==> src/design/bbd_pkg.sv <==
package bbd_pkg;

	localparam int SZ_W    = 13;
	localparam int STEP_W  = 29;
	localparam int PIX_W   = 32;
	localparam int ADDR_W  = 5;
	localparam int DATA_W  = 32;
	localparam int NUM_CFG = 6;

	localparam logic [SZ_W-1:0]   SIZE_RESET = 13'd1;
	localparam logic [STEP_W-1:0] STEP_RESET = 29'd65536;
	localparam logic [2:0]        MAX_RES    = 3'd4;

	typedef enum logic [2:0] {
		REG_SRC_W,
		REG_SRC_H,
		REG_DST_W,
		REG_DST_H,
		REG_X_STEP,
		REG_Y_STEP
	} reg_idx_t;

	typedef enum logic [2:0] {
		ST_IDLE,
		ST_READ,
		ST_POS,
		ST_HMUL,
		ST_VMUL,
		ST_FIN
	} state_t;

	typedef struct packed {
		logic capture;
		logic rd;
		logic pos_ld;
		logic hmul;
		logic vmul;
		logic push;
		logic push_last;
		logic fin;
	} ctrl_cmd_t;

	typedef struct packed {
		logic busy_restart;
		logic cand_ok;
		logic out_free;
	} dp_sts_t;

endpackage

==> src/design/bbd_ctrl.sv <==
module bbd_ctrl (
	input  logic                clk,
	input  logic                arst_n,
	input  logic                in_valid,
	output logic                in_ready,
	input  bbd_pkg::dp_sts_t    sts,
	output bbd_pkg::ctrl_cmd_t  cmd
);

	bbd_pkg::state_t state_q, state_d;
	logic [2:0] n_q;
	logic       pend_q;
	logic       go;

	always_ff @(posedge clk or negedge arst_n) begin
		if (!arst_n) begin
			state_q <= bbd_pkg::ST_IDLE;
			n_q     <= '0;
			pend_q  <= 1'b0;
		end else begin
			state_q <= state_d;
			if (cmd.fin) begin
				n_q <= '0;
			end else if (cmd.vmul) begin
				n_q <= n_q + 3'd1;
			end
			if (cmd.vmul) begin
				pend_q <= 1'b1;
			end else if (cmd.push) begin
				pend_q <= 1'b0;
			end
		end
	end

	always_comb begin
		state_d  = state_q;
		cmd      = '0;
		in_ready = 1'b0;
		go       = sts.cand_ok && (n_q < bbd_pkg::MAX_RES);
		unique case (state_q)
			bbd_pkg::ST_IDLE: begin
				in_ready = !sts.busy_restart;
				if (in_valid && !sts.busy_restart) begin
					cmd.capture = 1'b1;
					state_d     = bbd_pkg::ST_READ;
				end
			end
			bbd_pkg::ST_READ: begin
				cmd.rd  = 1'b1;
				state_d = bbd_pkg::ST_POS;
			end
			bbd_pkg::ST_POS: begin
				// A finished result waits here until the output is free; go then tells whether another follows.
				if (!pend_q || sts.out_free) begin
					cmd.push      = pend_q;
					cmd.push_last = !go;
					if (go) begin
						cmd.pos_ld = 1'b1;
						state_d    = bbd_pkg::ST_HMUL;
					end else begin
						state_d = bbd_pkg::ST_FIN;
					end
				end
			end
			bbd_pkg::ST_HMUL: begin
				cmd.hmul = 1'b1;
				state_d  = bbd_pkg::ST_VMUL;
			end
			bbd_pkg::ST_VMUL: begin
				cmd.vmul = 1'b1;
				state_d  = bbd_pkg::ST_POS;
			end
			bbd_pkg::ST_FIN: begin
				cmd.fin = 1'b1;
				state_d = bbd_pkg::ST_IDLE;
			end
			default: begin
				state_d = bbd_pkg::ST_IDLE;
			end
		endcase
	end

	a_read_then_pos: assert property (@(posedge clk) disable iff (!arst_n)
		state_q == bbd_pkg::ST_READ |=> state_q == bbd_pkg::ST_POS)
		else $error("line read not followed by position stage");

	a_stall_holds: assert property (@(posedge clk) disable iff (!arst_n)
		(state_q == bbd_pkg::ST_POS && pend_q && !sts.out_free) |=>
		(state_q == bbd_pkg::ST_POS && pend_q))
		else $error("pending result lost while output was full");

	a_count: assert property (@(posedge clk) disable iff (!arst_n)
		state_q == bbd_pkg::ST_VMUL |=> n_q == $past(n_q) + 3'd1)
		else $error("result count did not advance");

endmodule

==> config.mk <==
export PLATFORM = sky130hd
export DESIGN_NAME = bbd_ctrl
export DESIGN_NICKNAME = d
export VERILOG_FILES = /design/src/design/bbd_pkg.sv /design/src/design/bbd_ctrl.sv
export SDC_FILE = /design/constraint.sdc
export NUM_CORES = 1
export LEC_CHECK = 0
export BUFFER_PORTS_ARGS = -buffer_cell sky130_fd_sc_hd__buf_2
export CORE_UTILIZATION = 30
export DETAILED_ROUTE_END_ITERATION = 16
export SKIP_CTS_REPAIR_TIMING = 1
export SYNTH_ARGS = -nofsm -noshare
export SYNTH_HDL_FRONTEND = slang
export SYNTH_SLANG_ARGS = --single-unit
==> constraint.sdc <==
create_clock -name clk -period 1.1 [get_ports clk]
set_input_delay 0.11 -clock clk [delete_from_list [all_inputs] [get_ports clk]]
set_output_delay 0.11 -clock clk [all_outputs]
set_load 0.01 [all_outputs]
---- Yosys cells after proc, flatten, opt, wreduce, memory -nomap -nowiden ----
Cells that the tools add are included.
word-level totals
  register bits ........................... 7
  word-level logic and storage cells ...... 43
operators by class
  $add $sub $neg .......................... 1
  magnitude comparators ................... 1
  equal/unequal tests ..................... 7
  mux-type cells .......................... 20
  reduce and logical (&&, ||, !) cells .... 11
operators with widths
  operator                                           count
  two-way mux 3 bit                                  5
  two-way mux 1 bit                                  12
  case mux 3 bit (4 select lines)                    1
  == test 3 x 2 -> 1 bit, second input constant      2
  == test 3 bit, second input constant               2
  two-way mux 2 bit                                  2
  != test 2 bit, second input constant               2
  nonzero test 2 bit                                 2
  adder 3 x 1 -> 3 bit, second input constant        1
  == test 3 x 1 -> 1 bit, second input constant      1
  zero test 1 bit                                    3
  zero test 3 bit                                    1
  less-than comparator 3 bit, second input constant  1
  logical AND 1 bit                                  2
  AND reduction 2 bit                                1
  OR reduction 2 bit                                 1
  logical OR 1 bit                                   1

---- Longest topological paths before layout ----
  depth in word-level cells ............... 7
  gate-level depth with buffers ........... 4
  gate-level depth less buffers ........... 4

---- Least setup slack after synthesis ----
No wires, ideal clock.
  path kind ............................... register -> output
  from .................................... register state_q[2]
  to ...................................... output port cmd[7] (netlist bit)
  data arrival time ....................... 1.029 ns
  data required time ...................... 0.990 ns
  slack ................................... -0.039 ns
  cell stages (with the launch flop) ...... 4
  buffers on the path ..................... 1
  path through ............................ dfrtp_1 > buf_6 > nor4_4 > and2_1
RTL lines
  item                      RTL line        source
  start: declaration        bbd_ctrl.sv:10  bbd_pkg::state_t state_q, state_d;
  start signal: assignment  bbd_ctrl.sv:17  state_q <= bbd_pkg::ST_IDLE;
  start signal: assignment  bbd_ctrl.sv:21  state_q <= state_d;
  end: declaration          bbd_ctrl.sv:7   output bbd_pkg::ctrl_cmd_t cmd

==> reports/results.md <==
| Quantity | This run |
|---|---|
| RD Place Congestion | 0.738 |
| Arrival time worst endpoint | 1.23 ns |
| Clock period minus final worst setup slack | 1.34 ns |
| Worst setup path class | reg2out |
| Total of warnings raised by yosys | 0 |
| Clock buffer count from CTS | 3 |
| Filler Cells Inserted | 130 |
| Stage delay of the slowest cell on the critical path | 0.42 ns |
| Syn Inst Count | 50 |
| Detailed Route WL | 1000 um |
| Floorplan die width | 40.5 um |
| Number of max-capacitance violations reported | 0 |
| Critical Path Sink Type | primary output |
| VDD IR-drop max | 1290 uV |
| Vias in the first global route | 358 |
| Number of primary I/O pins | 15 |
| Data required, critical path | 0.99 ns |
| Aggregate global routing overflow | 0 |
| Fraction of the cycle the final worst path needs | 122% |
| Crit-path cells | buf_4 -> buf_4 -> nand2b_1 -> nor2_1 -> buf_2 |
| Primary flip-flop cell chosen by synthesis mapping | dfrtp_1 |
| Total design power | 1.81 mW |
| Hold WS | 0.204 ns |
| IO Port Bufs | 14 |
| Height of the die | 40.5 um |
| Cell with the most instances on the worst path | buf_4 |
| Final setup skew | 0.00125 ns |
| Number of DRC markers after the initial detailed-route iteration | 3 |
| Run status | finished, violations left |
| Maximum number of pins on one net before global-route repair | 8 |
| Leakage | 0.339 nW |
| Worst setup slack after layout | -0.240 ns |
| Crit start category | flip-flop |
| Number of nets with antenna violations after detailed routing | 0 |
| Setup repair after global routing missed its margin | true |
| Overall Global Routing Usage | 13.5% |
| Leading cell type by number of instances after synthesis | nand2_1 |
| Cell types with the largest area share after synthesis | dfrtp_1, nand2_1, nand2b_4 |
| Final number of setup-violating endpoints | 11 |
| Final Slew Violations | 0 |
| Placeable core area | 1330 um2 |
| ANT cells | 0 |
| Number of failing hold endpoints at the final stage | 0 |
| Drc violations | 0 |
| First-pass GRT wire length | 1410 um |
| Detailed Place HPWL | 768 um |
| Clock input transition at the sequential cells of the worst setup and hold paths | 0.05 ns |
| Setup Total Neg Slack | -1.57 ns |
| Clock tree from TritonCTS | built |
| Most area-hungry cell type in the Yosys netlist | dfrtp_1 |
| Power density normalized to cell area | 2680 nW/um2 |
| Final-stage net count | 85 |
| Type of the worst min-delay path | in2reg |
| Worst Max-Slew Pin Slew | 0.216 ns |
| Via-per-instance ratio | 4.48 |
| Highest attainable clock frequency | 746 MHz |
| CTS H-tree depth | 1 |
| Overall die area | 1640 um2 |
| Maximum fanout along the worst path | 4 |
| Violations in the final reports | setup timing |
| Clock sinks | 7 |
| Max Root-Sink Buffers | 2 |
| Fraction of layout instances using a drive strength above 1 | 53.2% |
| Area growth from synthesis to final layout | 51.4% |
| Average wire per cell in the routed design | 10.9 um |
| Starting Density | 33.4% |
| Crit-path slowest cell | dfrtp_2 |
| Syn Area/Cell | 8.91 um2 |
| Fraction of synthesis flops using an asynchronous set or reset pin | 100% |
| Number of enable-type register cells in the synthesized netlist | 0 |
| Sequential share of the synthesized area | 39.3% |
| Total of flip-flops plus latches after synthesis | 7 |
| Normalized max-slew margin | 85.5% |
| Commonest cells post-synth | nand2_1, dfrtp_1, nor2_1 |
| Distinct cell type count of the synthesized netlist | 21 |
| Cell area after synthesis | 445 um2 |
| Net count after synthesis | 57 |
| Total iterations of the first detailed-routing run | 2 |
| CTS Root Cell | clkbuf_4 |
| Area share of the largest cell type after synthesis | 39.3% |
| Total via count in the routed design | 412 |
| Number of antenna violations at the first check in global routing | 0 |
| Number of cell rows | 13 |
| Worst-skew pair later-pin latency | 0.25 ns |
[registers in the layout, indices dropped and copies added (netlist names)]
| signal | cells |
|---|---|
| state_q | 3 |
| n_q | 3 |
| pend_q | 1 |
[cells in the final DEF (no fill, tap or decap), types with 2 or more instances in the layout]
cell type,count
buf_2,12
nand2_1,8
buf_4,8
nor2_1,5
dfrtp_1,5
buf_6,4
nand2b_1,3
o21ai_0,3
clkbuf_4,3
nand2b_4,2
dfrtp_2,2
[logic make-up after synthesis]
kind of cell | count (synthesis) | synth area share, %
adders and majority gates | 1 | 2.81
AOI/OAI and AO/OA | 9 | 12.4
buffers and inverters | 5 | 7.58
DFF | 7 | 39.3
and+or+nand+nor | 28 | 37.9
[worst max-delay path, delay by kind of cell, from the launching register on]
| family | cells | cell delay [ns] |
|---|---|---|
| and+or+nand+nor | 2 | 0.13 |
| DFF | 1 | 0.42 |
| buffers and inverters | 3 | 0.43 |
[per-stage QoR]
stage / instances / util (%) / setup WS, ns / instance area, um2
floorplan: 50 / - / -0.00358 / 453
global placement: 84 / 42.9 / -0.00415 / 572
detailed placement: 84 / 42.9 / -0.0111 / 572
CTS: 88 / 44.8 / -0.289 / 598
global route: 92 / 50.6 / -0.294 / 674
finish: 92 / 50.6 / -0.240 / 674
[per-layer routing]
layer	global-route usage, %	wire length, um	vias up
met4	2.50	14	0
met5	0	0	-
met3	6.67	50	3
met2	23.4	467	12
met1	14.7	470	177
li1	-	-	220
[final timing paths]
| path | start | end | slack (ns) | depth (start not counted) |
|---|---|---|---|---|
| worst max-delay path | state_q[0]$_DFFE_PN0P_ | cmd[6] | -0.24 | 5 |
| worst min-delay path | sts[1] | state_q[1]$_DFFE_PN0P_ | 0.20 | 3 |
| worst max register to register | state_q[1]$_DFFE_PN0P_ | state_q[0]$_DFFE_PN0P_ | -0.06 | 5 |
| worst min register to register | n_q[1]$_DFFE_PN0P_ | n_q[1]$_DFFE_PN0P_ | 0.49 | 2 |
| max in group asynchronous | arst_n | state_q[0]$_DFFE_PN0P_ | 0.70 | 2 |
| min in group asynchronous | arst_n | n_q[2]$_DFFE_PN0P_ | 0.22 | 2 |
[power by group]
part           internal, mW  leakage (nW)  switching [mW]
clock network         0.139        0.0150          0.0964
logic                 0.577         0.238           0.498
registers             0.382        0.0865           0.117
total                  1.10         0.339           0.711
[layout make-up]
cell class | instances | area [um2] | share of cell area [%]
Sequential cell | 7 | 178 | 26.3
Multi-Input combinational cell | 38 | 263 | 39.0
Timing Repair Buffer | 25 | 175 | 26.0
Inverter | 3 | 13.8 | 2.04
Clock buffer | 4 | 26.3 | 3.90
Tap cell | 15 | 18.8 | 2.78
No activity file was read; power rests on OpenSTA's default activity.
